==> src/design/ata_pio_pkg.sv <==
// Shared types, codes and constants for the ATA PIO sector sequencer.
`timescale 1ns / 1ps

package ata_pio_pkg;

   localparam int WORDS_PER_SECTOR_DEF = 256;
   localparam logic [23:0] POLL_LIMIT_RST = 24'd1000000;

   localparam logic [7:0] ST_BSY = 8'h80;
   localparam logic [7:0] ST_DRQ = 8'h08;
   localparam logic [7:0] ST_ERR = 8'h01;

   localparam logic [7:0] DRIVE_LBA = 8'hE0;
   localparam logic [7:0] CMD_READ = 8'h20;
   localparam logic [7:0] CMD_WRITE = 8'h30;

   localparam logic [1:0] MODE_START_RD = 2'd0;
   localparam logic [1:0] MODE_START_WR = 2'd1;
   localparam logic [1:0] MODE_STATUS = 2'd2;
   localparam logic [1:0] MODE_DATA = 2'd3;

   typedef enum logic [2:0] {
      K_REPORT = 3'd0,
      K_BWR = 3'd1,
      K_BRD = 3'd2,
      K_WRD = 3'd3,
      K_WWR = 3'd4,
      K_REQ = 3'd5
   } access_kind_type;

   typedef enum logic [2:0] {
      OFF_DATA = 3'd0,
      OFF_NONE = 3'd1,
      OFF_COUNT = 3'd2,
      OFF_LBA0 = 3'd3,
      OFF_LBA1 = 3'd4,
      OFF_LBA2 = 3'd5,
      OFF_DRIVE = 3'd6,
      OFF_STATUS = 3'd7
   } reg_offset_type;

   typedef enum logic [2:0] {
      OC_RUNNING = 3'd0,
      OC_DONE = 3'd1,
      OC_BSY_TIMEOUT = 3'd2,
      OC_DRQ_TIMEOUT = 3'd3,
      OC_DEV_ERROR = 3'd4,
      OC_DONE_TIMEOUT = 3'd5
   } outcome_type;

   // Shape of the result list that one request causes
   typedef enum logic [3:0] {
      B_START = 4'd0,   // drive select, five status reads
      B_CMD = 4'd1,     // count, lba bytes, command, status read
      B_POLL = 4'd2,    // one status read
      B_REPORT = 4'd3,  // one report carrying an outcome
      B_REQ = 4'd4,     // request write data
      B_WRD = 4'd5,     // one word read
      B_RDATA = 4'd6,   // read data report, then next access
      B_WDATA = 4'd7    // word write, then next access
   } burst_kind_type;

   typedef struct packed {
      burst_kind_type burst;
      logic [27:0] addr;
      logic flag;            // writing for B_CMD, last word for data bursts
      logic [15:0] word;
      logic [8:0] bi;
      logic [8:0] bi_next;
      outcome_type outcome;
   } burst_desc_type;

   function automatic logic [2:0] burst_len(input burst_kind_type b);
      logic [2:0] n;
      case (b)
         B_START, B_CMD: n = 3'd6;
         B_RDATA, B_WDATA: n = 3'd2;
         default: n = 3'd1;
      endcase
      return n;
   endfunction

endpackage

==> src/design/ata_pio_sector_sequencer.sv <==
// Top level of the ATA PIO LBA28 single-sector transfer sequencer.
`timescale 1ns / 1ps

// channel | handshake              | payload
// --------+------------------------+-------------------------------------------
// req     | req_valid / req_stall  | mode, lba, status_byte, data_word
// rsp     | rsp_valid / rsp_stall  | access_kind, reg_offset, write_value,
//         |                        | sector_data, byte_index, outcome, last
// csr     | csr_valid / csr_ready  | poll_limit (always ready)
//
// A request is decoded in the cycle it is accepted; its list of one, two or six
// results leaves the result register one per cycle while rsp_stall is low.
// The next request is taken in the cycle the last result of the previous one goes.
// Requests the current phase does not expect are taken and give no result.
// Synchronous reset returns to idle with poll_limit at 1000000; no clearing pass.

module ata_pio_sector_sequencer
   import ata_pio_pkg::*;
#(
   parameter int WORDS_PER_SECTOR = WORDS_PER_SECTOR_DEF
) (
   input  logic clock,
   input  logic reset,
   input  logic req_valid,
   output logic req_stall,
   input  logic [1:0] req_mode,
   input  logic [27:0] req_lba,
   input  logic [7:0] req_status_byte,
   input  logic [15:0] req_data_word,
   output logic rsp_valid,
   input  logic rsp_stall,
   output logic [2:0] rsp_access_kind,
   output logic [2:0] rsp_reg_offset,
   output logic [15:0] rsp_write_value,
   output logic [15:0] rsp_sector_data,
   output logic [8:0] rsp_byte_index,
   output logic [2:0] rsp_outcome,
   output logic rsp_last,
   input  logic csr_valid,
   output logic csr_ready,
   input  logic [23:0] csr_poll_limit
);

   logic [23:0] poll_limit_ff, poll_limit_in;
   logic free;
   logic accept;
   logic load;
   burst_desc_type desc;

   assign csr_ready = 1'b1;
   assign poll_limit_in = (csr_valid && csr_ready) ? csr_poll_limit : poll_limit_ff;

   always_ff @(posedge clock) begin
      if (reset) begin
         poll_limit_ff <= POLL_LIMIT_RST;
      end else begin
         poll_limit_ff <= poll_limit_in;
      end
   end

   assign req_stall = !free;
   assign accept = req_valid && free;

   ata_pio_ctrl #(
      .WORDS_PER_SECTOR(WORDS_PER_SECTOR)
   ) u_ctrl (
      .clock(clock),
      .reset(reset),
      .accept(accept),
      .mode(req_mode),
      .lba(req_lba),
      .status_byte(req_status_byte),
      .data_word(req_data_word),
      .poll_limit(poll_limit_ff),
      .load(load),
      .desc(desc)
   );

   ata_pio_emit u_emit (
      .clock(clock),
      .reset(reset),
      .load(load),
      .desc(desc),
      .rsp_stall(rsp_stall),
      .free(free),
      .rsp_valid(rsp_valid),
      .rsp_access_kind(rsp_access_kind),
      .rsp_reg_offset(rsp_reg_offset),
      .rsp_write_value(rsp_write_value),
      .rsp_sector_data(rsp_sector_data),
      .rsp_byte_index(rsp_byte_index),
      .rsp_outcome(rsp_outcome),
      .rsp_last(rsp_last)
   );

endmodule

==> src/design/ata_pio_ctrl.sv <==
// Phase tracking, poll counting and result-list selection per request.
`timescale 1ns / 1ps

module ata_pio_ctrl
   import ata_pio_pkg::*;
#(
   parameter int WORDS_PER_SECTOR = WORDS_PER_SECTOR_DEF
) (
   input  logic clock,
   input  logic reset,
   input  logic accept,
   input  logic [1:0] mode,
   input  logic [27:0] lba,
   input  logic [7:0] status_byte,
   input  logic [15:0] data_word,
   input  logic [23:0] poll_limit,
   output logic load,
   output burst_desc_type desc
);

   typedef enum logic [3:0] {
      PH_IDLE,
      PH_WAIT_BSY,
      PH_WAIT_DRQ,
      PH_READ_DATA,
      PH_WRITE_DATA,
      PH_WAIT_DONE,
      PH_FINAL,
      PH_HALTED
   } phase_type;

   phase_type phase_ff, phase_in;
   logic [23:0] polls_ff, polls_in;
   logic [8:0] wc_ff, wc_in;
   logic writing_ff, writing_in;
   logic [27:0] addr_ff, addr_in;

   logic [8:0] wc_plus;
   logic wc_last;
   logic bsy, drq, err;

   assign wc_plus = wc_ff + 9'd1;
   assign wc_last = (wc_plus >= 9'(WORDS_PER_SECTOR));
   assign bsy = (status_byte & ST_BSY) != 8'd0;
   assign drq = (status_byte & ST_DRQ) != 8'd0;
   assign err = (status_byte & ST_ERR) != 8'd0;

   always_comb begin
      outcome_type tmo;
      tmo = OC_BSY_TIMEOUT;
      phase_in = phase_ff;
      polls_in = polls_ff;
      wc_in = wc_ff;
      writing_in = writing_ff;
      addr_in = addr_ff;
      load = 1'b0;
      desc = '0;
      desc.burst = B_POLL;
      desc.addr = addr_ff;
      desc.flag = writing_ff;
      desc.word = data_word;
      desc.bi = {wc_ff[7:0], 1'b0};
      desc.bi_next = {wc_plus[7:0], 1'b0};
      desc.outcome = OC_RUNNING;
      if (accept) begin
         unique case (phase_ff)
            PH_IDLE: begin
               if (mode == MODE_START_RD || mode == MODE_START_WR) begin
                  writing_in = mode[0];
                  addr_in = lba;
                  polls_in = poll_limit;
                  phase_in = PH_WAIT_BSY;
                  load = 1'b1;
                  desc.burst = B_START;
                  desc.addr = lba;
               end
            end
            PH_WAIT_BSY, PH_WAIT_DRQ, PH_WAIT_DONE, PH_FINAL: begin
               if (mode == MODE_STATUS) begin
                  load = 1'b1;
                  // every case not settled below is a failed poll
                  if (phase_ff == PH_WAIT_BSY) tmo = OC_BSY_TIMEOUT;
                  else if (phase_ff == PH_WAIT_DRQ) tmo = OC_DRQ_TIMEOUT;
                  else tmo = OC_DONE_TIMEOUT;
                  if (phase_ff != PH_WAIT_BSY && err) begin
                     phase_in = PH_HALTED;
                     desc.burst = B_REPORT;
                     desc.outcome = OC_DEV_ERROR;
                  end else if (phase_ff == PH_FINAL) begin
                     phase_in = PH_IDLE;
                     desc.burst = B_REPORT;
                     desc.outcome = OC_DONE;
                  end else if (phase_ff == PH_WAIT_BSY && !bsy) begin
                     polls_in = poll_limit;
                     phase_in = PH_WAIT_DRQ;
                     desc.burst = B_CMD;
                  end else if (phase_ff == PH_WAIT_DRQ && !bsy && drq) begin
                     wc_in = 9'd0;
                     desc.bi = 9'd0;
                     if (writing_ff) begin
                        phase_in = PH_WRITE_DATA;
                        desc.burst = B_REQ;
                     end else begin
                        phase_in = PH_READ_DATA;
                        desc.burst = B_WRD;
                     end
                  end else if (phase_ff == PH_WAIT_DONE && !bsy) begin
                     phase_in = PH_FINAL;
                     desc.burst = B_POLL;
                  end else if (polls_ff <= 24'd1) begin
                     polls_in = 24'd0;
                     phase_in = PH_HALTED;
                     desc.burst = B_REPORT;
                     desc.outcome = tmo;
                  end else begin
                     polls_in = polls_ff - 24'd1;
                     desc.burst = B_POLL;
                  end
               end
            end
            PH_READ_DATA, PH_WRITE_DATA: begin
               if (mode == MODE_DATA) begin
                  load = 1'b1;
                  wc_in = wc_plus;
                  desc.flag = wc_last;
                  if (phase_ff == PH_READ_DATA) begin
                     desc.burst = B_RDATA;
                     if (wc_last) phase_in = PH_FINAL;
                  end else begin
                     desc.burst = B_WDATA;
                     if (wc_last) begin
                        polls_in = poll_limit;
                        phase_in = PH_WAIT_DONE;
                     end
                  end
               end
            end
            default: ;
         endcase
      end
   end

   always_ff @(posedge clock) begin
      if (reset) begin
         phase_ff <= PH_IDLE;
         polls_ff <= 24'd0;
         wc_ff <= 9'd0;
         writing_ff <= 1'b0;
         addr_ff <= 28'd0;
      end else begin
         phase_ff <= phase_in;
         polls_ff <= polls_in;
         wc_ff <= wc_in;
         writing_ff <= writing_in;
         addr_ff <= addr_in;
      end
   end

endmodule

==> src/design/ata_pio_emit.sv <==
// Result register: holds one result list and hands it out one access per cycle while rsp_stall is low.
`timescale 1ns / 1ps

module ata_pio_emit
   import ata_pio_pkg::*;
(
   input  logic clock,
   input  logic reset,
   input  logic load,
   input  burst_desc_type desc,
   input  logic rsp_stall,
   output logic free,
   output logic rsp_valid,
   output logic [2:0] rsp_access_kind,
   output logic [2:0] rsp_reg_offset,
   output logic [15:0] rsp_write_value,
   output logic [15:0] rsp_sector_data,
   output logic [8:0] rsp_byte_index,
   output logic [2:0] rsp_outcome,
   output logic rsp_last
);

   burst_desc_type desc_ff, desc_in;
   logic busy_ff, busy_in;
   logic [2:0] idx_ff, idx_in;

   logic is_last;
   logic take;
   access_kind_type kind;
   reg_offset_type off;

   assign is_last = (idx_ff == burst_len(desc_ff.burst) - 3'd1);
   assign take = busy_ff && !rsp_stall;
   assign free = !busy_ff || (take && is_last);

   always_comb begin
      desc_in = desc_ff;
      busy_in = busy_ff;
      idx_in = idx_ff;
      if (take) begin
         idx_in = idx_ff + 3'd1;
         if (is_last) busy_in = 1'b0;
      end
      if (load) begin
         desc_in = desc;
         busy_in = 1'b1;
         idx_in = 3'd0;
      end
   end

   always_ff @(posedge clock) begin
      if (reset) begin
         busy_ff <= 1'b0;
         idx_ff <= 3'd0;
      end else begin
         busy_ff <= busy_in;
         idx_ff <= idx_in;
      end
      desc_ff <= desc_in;
   end

   always_comb begin
      kind = K_BRD;
      off = OFF_STATUS;
      rsp_write_value = 16'd0;
      rsp_sector_data = 16'd0;
      rsp_byte_index = 9'd0;
      rsp_outcome = OC_RUNNING;
      unique case (desc_ff.burst)
         B_START: begin
            if (idx_ff == 3'd0) begin
               kind = K_BWR;
               off = OFF_DRIVE;
               rsp_write_value = {8'd0, DRIVE_LBA | {4'd0, desc_ff.addr[27:24]}};
            end
         end
         B_CMD: begin
            if (idx_ff != 3'd5) kind = K_BWR;
            case (idx_ff)
               3'd0: begin
                  off = OFF_COUNT;
                  rsp_write_value = 16'd1;
               end
               3'd1: begin
                  off = OFF_LBA0;
                  rsp_write_value = {8'd0, desc_ff.addr[7:0]};
               end
               3'd2: begin
                  off = OFF_LBA1;
                  rsp_write_value = {8'd0, desc_ff.addr[15:8]};
               end
               3'd3: begin
                  off = OFF_LBA2;
                  rsp_write_value = {8'd0, desc_ff.addr[23:16]};
               end
               3'd4: rsp_write_value = {8'd0, desc_ff.flag ? CMD_WRITE : CMD_READ};
               default: ;
            endcase
         end
         B_POLL: ;
         B_REPORT: begin
            kind = K_REPORT;
            off = OFF_DATA;
            rsp_outcome = desc_ff.outcome;
         end
         B_REQ: begin
            kind = K_REQ;
            off = OFF_DATA;
            rsp_byte_index = desc_ff.bi;
         end
         B_WRD: begin
            kind = K_WRD;
            off = OFF_DATA;
         end
         B_RDATA: begin
            if (idx_ff == 3'd0) begin
               kind = K_REPORT;
               off = OFF_DATA;
               rsp_sector_data = desc_ff.word;
               rsp_byte_index = desc_ff.bi;
            end else if (!desc_ff.flag) begin
               kind = K_WRD;
               off = OFF_DATA;
            end
         end
         B_WDATA: begin
            if (idx_ff == 3'd0) begin
               kind = K_WWR;
               off = OFF_DATA;
               rsp_write_value = desc_ff.word;
               rsp_byte_index = desc_ff.bi;
            end else if (!desc_ff.flag) begin
               kind = K_REQ;
               off = OFF_DATA;
               rsp_byte_index = desc_ff.bi_next;
            end
         end
         default: ;
      endcase
   end

   assign rsp_valid = busy_ff;
   assign rsp_access_kind = kind;
   assign rsp_reg_offset = off;
   assign rsp_last = is_last;

endmodule
==> config.mk <==
export PLATFORM = sky130hd
export DESIGN_NAME = ata_pio_sector_sequencer
export DESIGN_NICKNAME = d
export VERILOG_FILES = /design/src/design/ata_pio_pkg.sv /design/src/design/ata_pio_sector_sequencer.sv /design/src/design/ata_pio_ctrl.sv /design/src/design/ata_pio_emit.sv
export SDC_FILE = /design/constraint.sdc
export NUM_CORES = 1
export LEC_CHECK = 0
export ABC_CLOCK_PERIOD_IN_PS = 6300
export BUFFER_PORTS_ARGS = -buffer_cell sky130_fd_sc_hd__buf_2
export CORE_UTILIZATION = 41
export DETAILED_ROUTE_END_ITERATION = 7
export PLACE_DENSITY = 0.67
export SYNTH_ARGS = -nofsm -noshare
export SYNTH_HDL_FRONTEND = slang
export SYNTH_SLANG_ARGS = --single-unit
export TNS_END_PERCENT = 30
==> constraint.sdc <==
create_clock -name clock -period 6.3 [get_ports clock]
set_input_delay 1.26 -clock clock [delete_from_list [all_inputs] [get_ports clock]]
set_output_delay 1.26 -clock clock [all_outputs]
set_load 0.05 [all_outputs]
==> results of run 1 <==
-- worst min-delay path, delay by kind of cell, from the launching register on --
| family | cells | cell delay (ns) |
|---|---|---|
| DFF | 1 | 0.30 |
| AOI/OAI and AO/OA | 2 | 0.12 |
-- cell families after synthesis --
kind of cell / synth area share [%]
flip-flops: 49.43
other: 0.09584
adder cells (fa/ha/maj): 1.756
multiplexers: 6.323
buffers and inverters: 3.816
AND/OR/NAND/NOR: 20.18
XOR/XNOR: 1.565
AO/OA/AOI/OAI: 16.83
-- metal layers --
layer,GRT usage (%),vias to the layer above
li1,-,3139
met1,24.30,2997
met2,31.68,209
met3,4.957,18
met4,5.437,0
met5,0,-
-- power groups by stage --
stage                     Clock (mW)  Combinational (mW)  Sequential [mW]
after floorplan                    0                1.54             1.47
after global placement             0                1.85             1.55
after detailed placement           0                1.86             1.56
after CTS                      0.996                1.87             1.54
after global routing            1.04                2.05             1.57
final                          0.978                1.87             1.54
-- worst paths after layout --
path	startpoint	endpoint	slack, ns	cells after the start
max	u_emit.idx_ff[1]	rsp_byte_index[8]	2.14	9
min	u_ctrl.polls_ff[12]	u_ctrl.polls_ff[12]	0.47	2
max reg2reg	u_emit.desc_ff[68]	u_ctrl.polls_ff[0]	2.84	8
min reg2reg	u_ctrl.polls_ff[12]	u_ctrl.polls_ff[12]	0.47	2
-- state kept, by name (all words and copies together) (netlist names) --
name	flops
u_emit.desc_ff	67
u_ctrl.wc_ff	9
poll_limit_ff	24
u_emit.idx_ff	3
u_emit.rsp_valid	1
u_ctrl.phase_ff	3
u_ctrl.addr_ff	28
u_ctrl.polls_ff	24
u_ctrl.writing_ff	1
-- final cells by class --
| type | count | area share [%] |
|---|---|---|
| clock buffers | 18 | 4.793 |
| flip-flops and latches | 160 | 42.28 |
| well taps | 234 | 3.195 |
| clock inverters | 13 | 1.284 |
| repair buffers | 138 | 7.784 |
| inverters | 16 | 0.6555 |
| diodes | 1 | 0.02731 |
| multi-input cells | 570 | 39.98 |
-- synthesized netlist by cell type (all sizes together) (3+ instances only) --
master,number
nor2,94
dfxtp,93
edfxtp,67
nand2,55
a21oi,49
nor2b,49
clkbuf,40
o21ai,30
mux2,28
and3,26
nor3,21
mux2i,18
inv,16
buf,15
a22oi,13
nand3,13
a211oi,11
ha,11
nor4,9
o22ai,9
xnor2,8
a211o,7
a221oi,7
and2,7
nand2b,7
a21o,6
or3,6
xor2,6
a222oi,5
nand3b,5
o21a,5
o31ai,5
a22o,4
a311oi,4
a31oi,4
a32o,4
o41ai,4
or4,4
nand4b,3
o221ai,3
==> results.py, run 1 <==
metrics = {
    "outcome": {
        "run_status": "finished, final reports clean",
    },
    "sta": {
        "slew_violations": 0,
        "finalClockSkew_ns": 0.01229,
        "setup_violations": 0,
        "rsz0062_at_grt": "false",
        "finalSetupTns_ns": 0,
        "finalWorstSetupSlack_ns": 2.143,
        "period_share_pct": 65.99,
        "tightest_slew_ns": 1.108,
        "fin_crit_ns": 4.157,
        "maxSlewHeadroom_pct": 25.90,
        "timing.hold.ws_ns": 0.4708,
        "fmax_ghz": 0.2405,
        "hold_viol": 0,
    },
    "power": {
        "seqPwrFrac_pct": 35.1,
        "p_per_area_nw_per_um2": 479.1,
        "power_mw": 4.390,
        "power_frac_clock_pct": 22.3,
        "intPower_mw": 2.510,
        "comb_power_share_pct": 42.7,
        "swShare_pct": 42.82,
        "p_leak_nw": 3.695,
        "p_sw_mw": 1.880,
        "vdd_ir_drop_max_uv": 300.8,
    },
    "critical_path": {
        "cp_common_cell": "nor2_1",
        "slowest_delay_ns": 0.47,
        "cp_slowest_cell": "nor2_1",
        "worst-path-buf-inv": 3,
        "start_kind": "register",
        "path_delay_family": "simple AND/OR/NAND/NOR gates",
        "worstPathArrival_ns": 2.90,
        "worstPathMaxFanout": 34,
        "cp.required_ns": 5.04,
        "crit_path_end_kind": "primary output",
        "path_class": "reg -> out",
        "crit_chain": "inv_1 > ha_1 > nor2b_1 > buf_4 > a21oi_1 > nor2_1 > a22oi_1 > nor2_1 > buf_2",
    },
    "finish": {
        "multi_input_area_sq_um": 3664,
        "final_common_cell": "buf_2",
        "seqCellArea_sq_um": 3874,
        "fin_cells": 1150,
        "postLayoutCoreUtil_pct": 48.98,
        "drive_gt1_share_pct": 23.17,
        "nFillCells": 1758,
        "design_area_sq_um": 9163,
        "final_cell_mix": "buf_2, nor2_1, dfxtp_1, edfxtp_1, nand2_1",
        "area_growth_pct": 16.92,
        "nNetsFinal": 997,
    },
    "yosys": {
        "yosysTopAreaCell": "edfxtp_1",
        "synthesis.area_sq_um": 7836,
        "yosysUniqueCellTypes": 73,
        "synth_top_area_share_pct": 25.67,
        "synth_nets": 895,
        "synth_seq_cells": 160,
        "yosys-top-cells-area": "edfxtp_1, dfxtp_1, nor2_1, mux2_2, nor2b_1",
        "synthCells": 801,
        "synth_warnings": 0,
        "synth_edf_count": 67,
        "async_reset_ff_share_pct": 0,
        "ys.flop_type": "dfxtp_1",
        "ys_seq_area_share_pct": 49.43,
        "syn_avg_cell_area_sq_um": 9.783,
    },
    "route": {
        "drtIter0Drc": 451,
        "wl_per_cell_um": 16.08,
        "drc": 0,
        "routed-wl-met3_mm": 1.288,
        "viasPerCell": 5.533,
        "wl_mm": 18.49,
        "vias": 6363,
        "ant_nets": 0,
        "met1Wirelength_mm": 8.266,
        "routed-wl-met2_mm": 8.766,
        "dr.pass1.iters": 5,
        "dr.max_layer_used": "met4",
    },
    "global_route": {
        "grt_start_max_net_pins": 71,
        "grt_overflow": 0,
        "antenna_found_initial": 1,
        "grt.total_usage_pct": 19.03,
        "grt_pass1_vias": 5876,
        "grt_first_pass_wirelength_mm": 29.72,
    },
    "floorplan": {
        "rows": 50,
        "die_w_um": 140.3,
        "io_pins": 137,
        "die_h_um": 140.3,
        "initial_core_util_pct": 41.89,
        "dieArea_sq_um": 19670,
        "core_sq_um": 18710,
    },
    "clock_tree": {
        "tritoncts": "built",
        "hold_buffers": 0,
        "cts_resized": 0,
        "clock_sinks": 160,
        "htree_levels": 4,
        "cts_root_buffer": "clkbuf_16",
        "clkTransAtPathRegs_ns": 0.06,
        "cts_max_path_buffers": 2,
        "cts_made_buffers": 17,
        "clk-insertion-delay-late_ns": 0.43,
        "cts_setup_buffers": 0,
    },
    "placed_design": {
        "hpwl_mm": 12.24,
        "place.port_buffers": 129,
        "place_congestion": 0.8577,
        "place_ws_ns": 2.621,
        "dp.cells": 1118,
        "dpl_cell_area_sq_um": 8603,
    },
    "run": {
        "cap_violations": 0,
    },
    "min_path": {
        "hp-class": "reg -> reg",
    },
}
Note: power is estimated with default switching activity, not from simulation.
==> run 2, diff against run 1 <==
Settings changed: ABC_CLOCK_PERIOD_IN_PS 6300 to 3950.
Clock period 6.3 ns to 3.95 ns, I/O delays scaled along.
==> results.py, run 2 (synthesis gave the netlist of run 1 again) <==
metrics = {
    "route": {
        "dr.pass1.iters": 5,
        "ant_nets": 0,
        "viasPerCell": 5.547,
        "drtIter0Drc": 424,
        "wl_per_cell_um": 15.99,
        "wl_mm": 18.57,
        "drc": 0,
        "vias": 6440,
    },
    "clock_tree": {
        "clkTransAtPathRegs_ns": 0.07,
        "htree_levels": 4,
        "cts_setup_buffers": 0,
        "clk-insertion-delay-late_ns": 0.43,
        "cts_made_buffers": 17,
        "cts_resized": 0,
        "cts_root_buffer": "clkbuf_16",
        "clock_sinks": 160,
        "tritoncts": "built",
        "hold_buffers": 0,
        "cts_max_path_buffers": 2,
    },
    "critical_path": {
        "cp.required_ns": 3.16,
        "crit_start": "u_emit.idx_ff[0]",
        "reg2reg_to": "u_ctrl.polls_ff[17]",
        "cp_slowest_cell": "dfxtp_1",
        "start_kind": "register",
        "worstPathArrival_ns": 2.78,
        "crit_path_end_kind": "primary output",
        "rrSetupSlack_ns": 0.81,
        "crit_chain": "inv_1 > ha_1 > nor2b_1 > buf_4 > nor4_1 > buf_4 > a22oi_1 > nor2_1 > buf_2",
        "worstPathMaxFanout": 33,
        "worst_r2r_path_depth": 10,
        "crit_end": "rsp_byte_index[8]",
        "slowest_delay_ns": 0.44,
        "path_class": "reg -> out",
        "timing.rr.start": "u_emit.desc_ff[68]",
        "cp_common_cell": "buf_4",
    },
    "floorplan": {
        "die_w_um": 140.3,
        "initial_core_util_pct": 41.89,
        "io_pins": 137,
        "die_h_um": 140.3,
        "dieArea_sq_um": 19670,
        "core_sq_um": 18710,
        "rows": 50,
    },
    "global_route": {
        "grt_pass1_vias": 5941,
        "grt.total_usage_pct": 19.51,
        "grt_overflow": 0,
        "grt_first_pass_wirelength_mm": 30.30,
        "grt_start_max_net_pins": 42,
        "antenna_found_initial": 0,
    },
    "sta": {
        "finalSetupTns_ns": 0,
        "fmax_ghz": 0.2803,
        "hold_viol": 0,
        "maxSlewHeadroom_pct": 39.50,
        "finalClockSkew_ns": 0.01023,
        "slew_violations": 0,
        "period_share_pct": 90.32,
        "setup_violations": 0,
        "rsz0062_at_grt": "false",
        "fin_crit_ns": 3.567,
        "tightest_slew_ns": 0.9042,
    },
    "placed_design": {
        "hpwl_mm": 12.88,
        "place_congestion": 0.8490,
        "place.port_buffers": 129,
    },
    "finish": {
        "diodes": 0,
        "largest_reg_flops": 67,
        "area_growth_pct": 18.62,
        "drive_gt1_share_pct": 24.16,
        "postLayoutCoreUtil_pct": 49.69,
        "nNetsFinal": 1008,
        "final_common_cell": "buf_2",
        "reg.largest.list": "u_emit.desc_ff: 67 flops, u_ctrl.addr_ff: 28 flops",
        "largest_register": "u_emit.desc_ff",
        "final_cell_mix": "buf_2, nor2_1, dfxtp_1, edfxtp_1, nand2_1",
    },
    "power": {
        "p_leak_nw": 3.784,
        "vdd_ir_drop_max_uv": 483.0,
        "power_mw": 7.151,
        "p_per_area_nw_per_um2": 769.3,
    },
    "run": {
        "cap_violations": 0,
    },
    "min_path": {
        "min-delay-start": "u_ctrl.polls_ff[12]",
        "hp-class": "reg -> reg",
    },
    "outcome": {
        "run_status": "finished, final reports clean",
    },
}
-- run 2: cell types whose count changed in the layout (fill, tap and decap cells not counted), moves of 2 or more --
cell	previous run	this run
buf_4	9	20
clkinvlp_4	3	1
inv_8	0	7
inv_6	8	2
-- run 2: worst max-delay path: cells and delay by family, from the launching register on --
family	cells	cell delay, ns
flops	1	0.44
fa+ha+maj	1	0.29
compound gates	1	0.09
simple gates	3	0.65
buf+inv	4	0.88
-- run 2: layout make-up --
class	instances	area [sq um]
clock buffers	17	425.4
well taps	234	292.8
repair buffers	149	795.8
fillers	1729	9410
multi-input cells	570	3664
inverters	16	60.06
clock inverters	15	183.9
flip-flops and latches	160	3874
-- run 2: worst min path at each step --
stage,to,depth (start not counted)
3_5_place_dp,u_ctrl.polls_ff[12],2
2_1_floorplan,u_ctrl.polls_ff[12],2
3_3_place_gp,u_ctrl.polls_ff[12],2
5_1_grt,u_ctrl.wc_ff[8],2
4_1_cts,u_ctrl.polls_ff[12],2
6_report,u_ctrl.polls_ff[12],2
-- run 2: stage by stage --
stage	hold slack [ns]	std cells	setup WS, ns	area (sq um)
6_report	0.4722	1161	0.3825	9295
4_1_cts	0.4717	1161	0.3959	9295
5_1_grt	0.5133	1161	0.1899	9295
3_5_place_dp	0.4618	1129	0.8463	8686
3_3_place_gp	0.4586	1129	0.8805	8686
2_1_floorplan	0.4478	801	0.5219	7836
-- run 2: where the power goes --
group / total, mW / internal, mW / leakage, nW / switching, mW
registers: 2.42 / 2.16 / 1.39 / 0.254
clock network: 1.67 / 0.913 / 0.297 / 0.759
logic: 3.06 / 1.03 / 2.09 / 2.03
total: 7.15 / 4.11 / 3.78 / 3.04
-- run 2: metal layers --
metal	vias to the layer above	global-route usage [%]	share of wire, %
li1	3166	-	-
met1	3037	24.60	44
met2	222	33.08	48
met3	15	4.308	6.8
met4	0	6.362	0.95
met5	-	0	0
